<file path="config.mk">
export PLATFORM = sky130hd
export DESIGN_NAME = adc_round_robin_conversion_scheduler_core_flat
export DESIGN_NICKNAME = d
export VERILOG_FILES = /design/src/rtl/acrr_pkg.sv /design/src/rtl/acrr_if.sv /design/src/rtl/adc_round_robin_conversion_scheduler_core.sv /design/src/rtl/acrr_rr_pick.sv /design/src/rtl/acrr_res_fifo.sv /design/src/flat_wrapper.sv
export SDC_FILE = /design/constraint.sdc
export NUM_CORES = 1
export LEC_CHECK = 0
export BUFFER_PORTS_ARGS = -buffer_cell sky130_fd_sc_hd__buf_4
export CAP_MARGIN = 20
export CORE_MARGIN = 2
export CORE_UTILIZATION = 65
export DETAILED_ROUTE_END_ITERATION = 10
export GPL_ROUTABILITY_DRIVEN = 0
export HOLD_SLACK_MARGIN = 0.1
export PLACE_DENSITY = 0.86
export SYNTH_ARGS = -nofsm -noshare
export SYNTH_HDL_FRONTEND = slang
export SYNTH_HIERARCHICAL = 1
export SYNTH_SLANG_ARGS = --single-unit
</file>
<file path="constraint.sdc">
create_clock -name clk -period 8 [get_ports clk]
set_input_delay 1.2 -clock clk [delete_from_list [all_inputs] [get_ports clk]]
set_output_delay 1.2 -clock clk [all_outputs]
set_load 0.03 [all_outputs]
</file>
<file path="src/rtl/acrr_pkg.sv">
`default_nettype none
// ----------------------------------------------------------------------------
// acrr_pkg
// shared field widths, operation and result codes, result record type
// ----------------------------------------------------------------------------
package acrr_pkg;

	localparam int OP_W     = 2;
	localparam int MASK_W   = 8;
	localparam int SAMPLE_W = 12;
	localparam int KIND_W   = 2;
	localparam int SLOT_W   = 3;
	localparam int EN_W     = 8;

	localparam logic [OP_W-1:0] OP_REQUEST   = 2'd0;
	localparam logic [OP_W-1:0] OP_INTERRUPT = 2'd1;
	localparam logic [OP_W-1:0] OP_ERROR     = 2'd2;

	localparam logic [KIND_W-1:0] KIND_START = 2'd0;
	localparam logic [KIND_W-1:0] KIND_DONE  = 2'd1;
	localparam logic [KIND_W-1:0] KIND_FAIL  = 2'd2;

	typedef struct packed {
		logic [KIND_W-1:0]   kind;
		logic [SLOT_W-1:0]   slot;
		logic [SAMPLE_W-1:0] value;
		logic                last;
	} res_t;

endpackage
`default_nettype wire

</file>
<file path="src/rtl/acrr_if.sv">
`default_nettype none
// ----------------------------------------------------------------------------
// acrr request and result channels
// valid/ready channels carrying scheduler requests and scheduler results
// ----------------------------------------------------------------------------
interface acrr_req_if import acrr_pkg::*; ();
	logic                valid;
	logic                ready;
	logic [OP_W-1:0]     operation;
	logic [MASK_W-1:0]   request_mask;
	logic                eoc_flag;
	logic [SAMPLE_W-1:0] sample;
	logic                adc_ready;

	modport source (output valid, operation, request_mask, eoc_flag, sample, adc_ready,
		input ready);
	modport sink (input valid, operation, request_mask, eoc_flag, sample, adc_ready,
		output ready);
endinterface

interface acrr_res_if import acrr_pkg::*; ();
	logic                valid;
	logic                ready;
	logic [KIND_W-1:0]   kind;
	logic [SLOT_W-1:0]   slot;
	logic [SAMPLE_W-1:0] value;
	logic                last;

	modport source (output valid, kind, slot, value, last, input ready);
	modport sink (input valid, kind, slot, value, last, output ready);
endinterface
`default_nettype wire

</file>
<file path="src/rtl/adc_round_robin_conversion_scheduler_core.sv">
`default_nettype none
// ----------------------------------------------------------------------------
// adc_round_robin_conversion_scheduler_core
// Schedules single ADC conversions over SLOTS channel slots in round-robin
// order. The req channel takes one request per cycle while the result queue
// has room: a slot request, a conversion-end interrupt or an error event.
// Each request gives zero, one or two results on the res channel (a done/error
// report, then a start command); the last result of a request has last set.
// cfg_we/cfg_wdata write the slot enable register; the user must write it only
// while the block is idle, and the block itself does not enforce this.
// A request is registered, then processed once the four-entry result queue
// has room for two more results, and its results are written into the queue.
// Throughput: one request per cycle while the queue has room for two more
// results; the res channel moves one result per cycle.
// When the receiver stalls, the queue fills and req.ready drops once fewer
// than two entries are free; nothing is lost.
// Reset clears pending requests, the round-robin position, the busy flag,
// the active slot, the slot enables and the result queue.
// ----------------------------------------------------------------------------
module adc_round_robin_conversion_scheduler_core import acrr_pkg::*; #(
	parameter int SLOTS       = 8,
	parameter int SAMPLE_BITS = 12
) (
	input  wire logic          clk,
	input  wire logic          arst_n,
	input  wire logic          cfg_we,
	input  wire logic [EN_W-1:0] cfg_wdata,
	acrr_req_if.sink           req,
	acrr_res_if.source         res
);

	localparam int SEL_W = $clog2(SLOTS);
	localparam logic [SAMPLE_W-1:0] SAMPLE_KEEP = (SAMPLE_BITS >= SAMPLE_W) ? '1 :
		SAMPLE_W'((1 << SAMPLE_BITS) - 1);

	logic [EN_W-1:0]     slot_enable_q;
	logic [SLOTS-1:0]    pending_q;
	logic [SEL_W-1:0]    rr_q;
	logic                busy_q;
	logic [SEL_W-1:0]    active_q;

	logic                valid_s1;
	logic [OP_W-1:0]     op_s1;
	logic [MASK_W-1:0]   mask_s1;
	logic                eoc_s1;
	logic [SAMPLE_W-1:0] sample_s1;
	logic                ready_s1;

	logic                room2;
	logic                fire;
	logic [SLOTS-1:0]    mask_x;
	logic [SLOTS-1:0]    en_x;
	logic [SLOTS-1:0]    pend_mid;
	logic [SLOTS-1:0]    cand;
	logic                is_req;
	logic                is_int;
	logic                is_err;
	logic                report;
	logic                busy_mid;
	logic                start;
	logic [SEL_W-1:0]    pick;
	res_t                rep_res;
	res_t                st_res;
	res_t                wr_data0;
	res_t                rd_data;
	logic [1:0]          wr_cnt;

	// only the slots that the 8-bit fields carry
	for (genvar i = 0; i < SLOTS; i++) begin : g_ext
		if (i < MASK_W) begin : g_in
			assign mask_x[i] = mask_s1[i];
			assign en_x[i]   = slot_enable_q[i];
		end else begin : g_out
			assign mask_x[i] = 1'b0;
			assign en_x[i]   = 1'b0;
		end
	end

	assign fire      = valid_s1 && room2;
	assign req.ready = !valid_s1 || fire;

	assign is_req = (op_s1 == OP_REQUEST);
	assign is_int = (op_s1 == OP_INTERRUPT);
	assign is_err = (op_s1 == OP_ERROR);

	assign pend_mid = is_req ? (pending_q | (mask_x & en_x)) : pending_q;
	assign report   = busy_q && (is_int || is_err);
	assign busy_mid = busy_q && !(is_int || is_err);
	assign cand     = pend_mid & en_x;
	assign start    = (is_req || is_int) && !busy_mid && ready_s1 && (cand != '0);

	acrr_rr_pick #(
		.SLOTS(SLOTS)
	) u_pick (
		.cand(cand),
		.pos (rr_q),
		.idx (pick)
	);

	always_comb begin
		rep_res.kind  = (is_int && eoc_s1) ? KIND_DONE : KIND_FAIL;
		rep_res.slot  = SLOT_W'(active_q);
		rep_res.value = (is_int && eoc_s1) ? (sample_s1 & SAMPLE_KEEP) : '0;
		rep_res.last  = !start;
		st_res.kind   = KIND_START;
		st_res.slot   = SLOT_W'(pick);
		st_res.value  = '0;
		st_res.last   = 1'b1;
	end

	assign wr_data0 = report ? rep_res : st_res;
	assign wr_cnt   = fire ? (2'(report) + 2'(start)) : 2'd0;

	acrr_res_fifo #(
		.DEPTH(4)
	) u_fifo (
		.clk     (clk),
		.arst_n  (arst_n),
		.wr_cnt  (wr_cnt),
		.wr_data0(wr_data0),
		.wr_data1(st_res),
		.room2   (room2),
		.rd_valid(res.valid),
		.rd_ready(res.ready),
		.rd_data (rd_data)
	);

	assign res.kind  = rd_data.kind;
	assign res.slot  = rd_data.slot;
	assign res.value = rd_data.value;
	assign res.last  = rd_data.last;

	// request register
	always_ff @(posedge clk) begin
		if (req.valid && req.ready) begin
			op_s1     <= req.operation;
			mask_s1   <= req.request_mask;
			eoc_s1    <= req.eoc_flag;
			sample_s1 <= req.sample;
			ready_s1  <= req.adc_ready;
		end
	end

	always_ff @(posedge clk or negedge arst_n) begin
		if (!arst_n) begin
			valid_s1 <= 1'b0;
		end else if (req.ready) begin
			valid_s1 <= req.valid;
		end
	end

	// scheduler state
	always_ff @(posedge clk or negedge arst_n) begin
		if (!arst_n) begin
			slot_enable_q <= '0;
			pending_q     <= '0;
			rr_q          <= '0;
			busy_q        <= 1'b0;
			active_q      <= '0;
		end else begin
			if (cfg_we) begin
				slot_enable_q <= cfg_wdata;
			end
			if (fire) begin
				busy_q <= busy_mid || start;
				if (start) begin
					pending_q <= pend_mid & ~(SLOTS'(1) << pick);
					rr_q      <= pick;
					active_q  <= pick;
				end else begin
					pending_q <= pend_mid;
				end
			end
		end
	end

endmodule
`default_nettype wire

</file>
<file path="src/rtl/acrr_rr_pick.sv">
`default_nettype none
// ----------------------------------------------------------------------------
// acrr_rr_pick
// round-robin pick: first candidate slot after the current position, wrapping
// ----------------------------------------------------------------------------
module acrr_rr_pick #(
	parameter int SLOTS = 8
) (
	input  wire logic [SLOTS-1:0]         cand,
	input  wire logic [$clog2(SLOTS)-1:0] pos,
	output logic      [$clog2(SLOTS)-1:0] idx
);

	localparam int SEL_W = $clog2(SLOTS);
	localparam int SUM_W = SEL_W + 1;

	logic [2*SLOTS-1:0] dbl;
	logic [SLOTS-1:0]   window;
	logic [SEL_W-1:0]   k;
	logic [SUM_W-1:0]   sum;

	assign dbl    = {cand, cand} >> (SUM_W'(pos) + SUM_W'(1));
	assign window = dbl[SLOTS-1:0];

	// lowest set bit of the rotated window
	always_comb begin
		k = '0;
		for (int i = SLOTS - 1; i >= 0; i--) begin
			if (window[i]) begin
				k = SEL_W'(i);
			end
		end
	end

	assign sum = SUM_W'(pos) + SUM_W'(1) + SUM_W'(k);
	assign idx = (sum >= SUM_W'(SLOTS)) ? SEL_W'(sum - SUM_W'(SLOTS)) : SEL_W'(sum);

endmodule
`default_nettype wire

</file>
<file path="src/rtl/acrr_res_fifo.sv">
`default_nettype none
// ----------------------------------------------------------------------------
// acrr_res_fifo
// result queue, up to two writes and one read per cycle
// ----------------------------------------------------------------------------
module acrr_res_fifo import acrr_pkg::*; #(
	parameter int DEPTH = 4
) (
	input  wire logic clk,
	input  wire logic arst_n,
	input  wire logic [1:0] wr_cnt,
	input  wire res_t wr_data0,
	input  wire res_t wr_data1,
	output logic      room2,
	output logic      rd_valid,
	input  wire logic rd_ready,
	output res_t      rd_data
);

	localparam int PTR_W = $clog2(DEPTH);
	localparam int CNT_W = $clog2(DEPTH + 1);

	res_t             mem_q [DEPTH];
	logic [PTR_W-1:0] head_q;
	logic [PTR_W-1:0] tail_q;
	logic [CNT_W-1:0] count_q;
	logic [PTR_W-1:0] head_p1;
	logic [PTR_W-1:0] tail_p1;
	logic [PTR_W-1:0] tail_p2;
	logic             pop;

	assign head_p1 = (head_q == PTR_W'(DEPTH - 1)) ? '0 : head_q + PTR_W'(1);
	assign tail_p1 = (tail_q == PTR_W'(DEPTH - 1)) ? '0 : tail_q + PTR_W'(1);
	assign tail_p2 = (tail_p1 == PTR_W'(DEPTH - 1)) ? '0 : tail_p1 + PTR_W'(1);

	assign rd_valid = (count_q != '0);
	assign rd_data  = mem_q[head_q];
	assign pop      = rd_valid && rd_ready;
	assign room2    = (count_q <= CNT_W'(DEPTH - 2));

	always_ff @(posedge clk) begin
		if (wr_cnt != 2'd0) begin
			mem_q[tail_q] <= wr_data0;
		end
		if (wr_cnt == 2'd2) begin
			mem_q[tail_p1] <= wr_data1;
		end
	end

	always_ff @(posedge clk or negedge arst_n) begin
		if (!arst_n) begin
			head_q  <= '0;
			tail_q  <= '0;
			count_q <= '0;
		end else begin
			if (pop) begin
				head_q <= head_p1;
			end
			if (wr_cnt == 2'd1) begin
				tail_q <= tail_p1;
			end else if (wr_cnt == 2'd2) begin
				tail_q <= tail_p2;
			end
			count_q <= count_q + CNT_W'(wr_cnt) - CNT_W'(pop);
		end
	end

endmodule
`default_nettype wire

</file>
<file path="src/flat_wrapper.sv">
// flat-port wrapper written by rule: the top's interface ports become plain ports
module adc_round_robin_conversion_scheduler_core_flat import acrr_pkg::*;
#(
	parameter int SLOTS       = 8,
	parameter int SAMPLE_BITS = 12
)
  (clk, arst_n, cfg_we, cfg_wdata, req_valid, req_operation, req_request_mask, req_eoc_flag, req_sample, req_adc_ready, req_ready, res_valid, res_kind, res_slot, res_value, res_last, res_ready);
  acrr_req_if req_i ();
  acrr_res_if res_i ();
  input  wire logic clk;
  input  wire logic arst_n;
  input  wire logic cfg_we;
  input  wire logic [EN_W-1:0] cfg_wdata;
  input wire logic [$bits(req_i.valid)-1:0] req_valid;
  input wire logic [$bits(req_i.operation)-1:0] req_operation;
  input wire logic [$bits(req_i.request_mask)-1:0] req_request_mask;
  input wire logic [$bits(req_i.eoc_flag)-1:0] req_eoc_flag;
  input wire logic [$bits(req_i.sample)-1:0] req_sample;
  input wire logic [$bits(req_i.adc_ready)-1:0] req_adc_ready;
  output wire logic [$bits(req_i.ready)-1:0] req_ready;
  output wire logic [$bits(res_i.valid)-1:0] res_valid;
  output wire logic [$bits(res_i.kind)-1:0] res_kind;
  output wire logic [$bits(res_i.slot)-1:0] res_slot;
  output wire logic [$bits(res_i.value)-1:0] res_value;
  output wire logic [$bits(res_i.last)-1:0] res_last;
  input wire logic [$bits(res_i.ready)-1:0] res_ready;
  assign req_i.valid = req_valid;
  assign req_i.operation = req_operation;
  assign req_i.request_mask = req_request_mask;
  assign req_i.eoc_flag = req_eoc_flag;
  assign req_i.sample = req_sample;
  assign req_i.adc_ready = req_adc_ready;
  assign req_ready = req_i.ready;
  assign res_valid = res_i.valid;
  assign res_kind = res_i.kind;
  assign res_slot = res_i.slot;
  assign res_value = res_i.value;
  assign res_last = res_i.last;
  assign res_i.ready = res_ready;
  adc_round_robin_conversion_scheduler_core #(.SLOTS(SLOTS), .SAMPLE_BITS(SAMPLE_BITS)) u_core (.clk(clk), .arst_n(arst_n), .cfg_we(cfg_we), .cfg_wdata(cfg_wdata), .req(req_i), .res(res_i));
endmodule
</file>
# ---- Word-level counts from Yosys, hierarchy flattened
# Memories as Yosys holds them, arrays and structs flattened.
# Cells that the tools add are included.
dict set report word_totals {
  regBits 52
  mem_bits_rw 72
  input_bits 37
  out_inout_bits 20
  mem_count 1
}
dict set report op_classes {
  add_sub_neg 9
  magnitude_cmp 2
  n_eq_ne 7
  shifts 2
  n_mux 24
  bitwise_logic 5
  reduce_logical 23
}
# name words width read_ports rd_ports_with_merged_regs write_ports line
set mem_list {}
lappend mem_list {u_core.u_fifo.mem_q 4 18 1 0 2 acrr_res_fifo.sv:23} ;# res_t mem_q [DEPTH];
# operator n
set op_table {}
lappend op_table {{$mux 3} 9}
lappend op_table {{$and 8x8->8} 3}
lappend op_table {{$mux 18} 1}
lappend op_table {{$mux 8} 2}
lappend op_table {{$shr 16x4->8} 1}
lappend op_table {{$mux 2} 7}
lappend op_table {{$mux 12} 1}
lappend op_table {{$eq 2x2->1 const B} 5}
lappend op_table {{$logic_and 1x1->1} 9}
lappend op_table {{$not 8->8} 1}
lappend op_table {{$or 8x8->8} 1}
lappend op_table {{$reduce_bool 8->1} 1}
lappend op_table {{$shl 1x3->8 const A} 1}
lappend op_table {{$add 2x1->2 const B} 3}
lappend op_table {{$add 3x1->4 const B} 1}
lappend op_table {{$add 4x3->4} 1}
lappend op_table {{$eq 2x1->1 const B} 2}
lappend op_table {{$ge 4x4->1 const B} 1}
lappend op_table {{$logic_not 1->1} 4}
lappend op_table {{$logic_or 1x1->1} 4}
lappend op_table {{$mux 1} 4}
lappend op_table {{$reduce_bool 2->1} 2}
lappend op_table {{$add 3x2->3} 1}
lappend op_table {{$le 3x2->1 const B} 1}
lappend op_table {{other kinds (6)} 6}

# ---- Depth between registers and ports, before layout
dict set report logic_depth {
  word_depth 20
  mapped_depth 19
}

# ---- Modules after synthesis
# Netlist, hierarchy kept.
# module instances cells_per_inst area_per_inst_um2
set modules_own_cells {}
lappend modules_own_cells {acrr_res_fifo 1 229 4035.1}
lappend modules_own_cells {adc_round_robin_conversion_scheduler_core 1 163 2000.7}
lappend modules_own_cells {acrr_rr_pick 1 43 474.2}

# ---- Worst setup path before layout
# OpenSTA, ideal clock, no wires.
dict set report synth_timing {
  path_kind {register to register}
  from {reg u_core.op_s1[0]}
  to {mem u_core/u_fifo/mem_q[0][0] in the netlist's numbering, enable pin}
  setup_ns 0.418
  arrival_time_ns 3.666
  t_required_ns 7.582
  setup_slack_ns 3.916
  path_stages_with_launch 13
  period_less_slack_ns 4.084
  path_cell_list {edfxtp_1 -> inv_1 -> ha_1 -> buf_6 -> a21oi_2 -> o22ai_1 -> or4_4 -> and2_1 -> ha_1 -> and3_1 -> inv_1 -> ha_1 -> o21ai_0}
}
# item line
set synth_lines {}
lappend synth_lines {{start, declared} adc_round_robin_conversion_scheduler_core.sv:43} ;# logic [OP_W-1:0] op_s1;
lappend synth_lines {{start signal, assigned} adc_round_robin_conversion_scheduler_core.sv:136} ;# op_s1 <= req.operation;
lappend synth_lines {{end, declared} acrr_res_fifo.sv:23}

==> results.md <==
* Area of the multi-input gates at 2870 um2
* Synthesis-to-finish area growth at 19.9%
* First-pass GRT wire length at 21700 um
* Fin Clk Skew at 7.03 ps
* Highest ir drop seen on vdd at 0.000283 V
* Worst R2R End: u_core/u_fifo/mem_q[3][15]
* CORE AREA at 9730 um2
* Multiplexer area fraction after synthesis at 24.5%
* Syn Area/Cell at 15.0 um2
* First-pass DRT Iterations at 5
* Final #Nets at 614
* Worst Tran Pin Value at 960 ps
* Vias in the first global route at 4396
* CTS sink cnt at 124
* Crit path top cell by count: inv_1
* Hpwl dp at 8580 um
* Netlist cell types at 48
* Register-to-Register Path Depth at 17
* Initial antenna violation count at 0
* Area of the mapped netlist at 6510 um2
* Final min period at 5050 ps
* Post-CTS Setup Bufs at 0
* Worst-path clk slew at 50 ps
* #FFs+latches synth at 124
* CTS Root Cell: clkbuf_8
* Hold depth at 2
* Storage cell area at 3580 um2
* DRC at 0
* Hold Crit Class: reg -> reg
* Kind of critical path: reg -> reg
* Top FF cell, synth: edfxtp_1
* Fin. max-slew vios at 0
* Setup TNS at 0 ps
* RSZ-0062 raised after global routing: no
* Critical path fanouts, max at 17
* Critical path's slowest cell: xnor2_1
* Total power at 0.00315 W
* Initial core utilization at 66.9%
* Rows at 36
* Gate Count Post-Synth at 435
* FF-to-FF setup slack at 2950 ps
* Final Util at 80.2%
* DRT antenna net count at 0
* Die Wd at 104 um
* Count of final hold-check violations at 0
* EDFF count, synth at 96
* Count of final setup violators at 0
* Setup ws final at 2950 ps
* Simple-Gate Fraction of Synth Area at 5.00%
* Routed length per instance at 18.8 um
* Detailed Route Iter0 Violations at 287
* Xor and xnor fraction of the mapped netlist area at 0.538%
* Largest family of logic cells by synthesized area: multiplexers
* Clk buf depth at 2
* Leakage at 3.26 nW
* Via Count at 4115
* Buffers on Ports at 56
* Power Density at 403 nW/um2
* Hold Crit Start: u_core/busy_q
* Relative slew slack at 36.0%
* Crit end category: flip-flop
* Post-synthesis compound-gate area fraction at 6.50%
* Period utilization at 63.1%
* Levels on crit path at 17
* Largest net degree at the start of global routing at 29
* PostCTS Resize Cnt at 0
* Post-synthesis sequential area ratio at 55.0%
* Clk_lat worst skew at 530 ps
* Ant. Diodes at 0
* Worst path bufs/invs at 3
* Drt via density at 5.85
* Tot GR Track Use at 26.7%
* Max Freq at 0.198 GHz
* Post-synthesis adder-cell area fraction at 4.07%
* Ports at 57
* Full die area at 10800 um2
* Post-synth ARST share at 22.6%
* Outcome: finished, final reports clean
* Pre-CTS WS at 3200 ps
* Delay of the slowest critical-path stage at 640 ps
* CTS Buf Count at 17
* Hold slack at 513 ps
* Cell breakdown of the critical path: inv_1 > ha_1 > a21oi_1 > nor2_1 > mux4_2 > mux2_2 > o221ai_1 > a211o_1 > nand3_1 > ha_1 > inv_1 > fa_1 > xor2_1 > xnor2_1 > inv_1 > o21ai_0 > mux2_2
* GRT overflow at 0
* Die Ht at 104 um
* Synth Warn # at 6
* Hold bufs inserted after CTS at 0
* CP delay by family, top: adder cells
* H-tree depth at 4
* Req. time, crit path at 8390 ps
* CP arrival at 5430 ps
* TritonCTS clock tree: yes
* Worst r2r src: u_core/op_s1[0]
* Share of cells above drive strength 1 at 37.2%
* Startpoint types: flip-flop
* Hold endpoint: u_core/busy_q
* Filler Cell Count at 546
* Max-cap violation count at 0
* Post-Route WL at 13200 um
-- area by class of cell --
class	instances	share of cell area (%)
flip-flops and latches	124	45.9
multi-input cells	318	36.7
repair buffers	62	5.96
clock buffers	19	5.40
clock inverters	13	2.21
well taps	133	2.13
inverters	34	1.64
-- power breakdown --
part,total [W],switching [W],internal (W)
clock,0.000773,0.000271,0.000502
sequential,0.000996,0.000120,0.000876
combinational,0.00138,0.000788,0.000592
-- placed cells by master, fill, tap and decap left out, types with 10 or more instances in the layout --
cell / count
edfxtp_1: 96
mux2_2: 80
buf_4: 62
conb_1: 60
inv_1: 33
dfrtp_1: 28
mux4_2: 25
nand2_1: 20
ha_1: 18
clkbuf_16: 16
and2_1: 15
o21ai_0: 13
nor2_1: 10
-- worst reg2reg max path: stages, from the launching register on --
cell	delay (ps)
edfxtp_1	400
inv_1	80
ha_1	600
a21oi_1	240
nor2_1	290
mux4_2	350
mux2_2	160
o221ai_1	110
a211o_1	320
nand3_1	80
ha_1	150
inv_1	50
fa_1	370
xor2_1	160
xnor2_1	640
inv_1	230
o21ai_0	440
mux2_2	260
-- worst max-delay path by stage --
stage | start | slack (ps) | to
finish | u_core/op_s1[0] | 2950 | u_core/u_fifo/mem_q[3][15]
global route | u_core/op_s1[0] | 2720 | u_core/u_fifo/mem_q[3][15]
CTS | u_core/op_s1[0] | 3110 | u_core/u_fifo/mem_q[3][15]
detailed placement | u_core/op_s1[0] | 3200 | u_core/u_fifo/mem_q[3][15]
global placement | u_core/op_s1[0] | 3520 | u_core/u_fifo/mem_q[1][15]
floorplan | u_core/op_s1[0] | 3920 | u_core/u_fifo/mem_q[0][0]
-- metal layers --
metal	track usage, %	wire length (um)
met1	31.0	5260
met5	0	0
met4	13.4	447
met2	46.4	6750
met3	6.20	797
-- synth_stat cells, types with 2 or more instances --
library cell	instances	area (um2)
nand2b_1	3	18.8
mux2_4	2	30.0
nand3_1	2	10.0
ha_1	18	225
a31oi_1	2	12.5
mux2_2	80	901
mux4_2	25	563
o41a_1	7	78.8
a41o_1	7	70.1
a21oi_1	7	35.0
and2_1	15	93.8
buf_6	5	56.3
and3_1	3	18.8
mux2i_1	5	50.1
conb_1	2	7.51
inv_1	33	124
buf_2	4	20.0
xor2_1	2	17.5
edfxtp_1	96	2880
nand2_2	4	25.0
nor2_1	10	37.5
dfrtp_1	28	701
fa_1	2	40.0
xnor2_1	2	17.5
clkbuf_1	3	11.3
a21oi_2	4	35.0
o31ai_1	2	15.0
nand2_1	20	75.1
clkbuf_8	4	55.1
o22ai_1	4	25.0
o21ai_0	17	85.1
-- registers in the layout, indices dropped and copies added (netlist names) --
signal	cells
u_core/u_fifo/count_q	3
u_core/valid_s1	1
u_core/mask_s1	8
u_core/ready_s1	1
u_core/u_fifo/mem_q	72
u_core/rr_q	3
u_core/u_fifo/tail_q	2
u_core/eoc_s1	1
u_core/busy_q	1
u_core/pending_q	8
u_core/u_fifo/head_q	2
u_core/en_x	8
u_core/op_s1	2
u_core/sample_s1	12
-- per-stage QoR --
step                      instances  cell area [um2]
after floorplan                 493             6730
after global placement          671             7210
after detailed placement        671             7210
after CTS                       703             7800
after global routing            703             7800
final                           703             7800
-- logic make-up (layout without fill, tap and decap cells) --
logic type | after synthesis | after routing
other | 2 | 60
adders and majority gates | 20 | 20
buffers and inverters | 51 | 128
xor gates and xnor gates | 4 | 4
DFF | 124 | 124
AOI/OAI and AO/OA | 57 | 57
muxes | 114 | 114
and+or+nand+nor | 63 | 63
(Power assumes the default switching activity.)
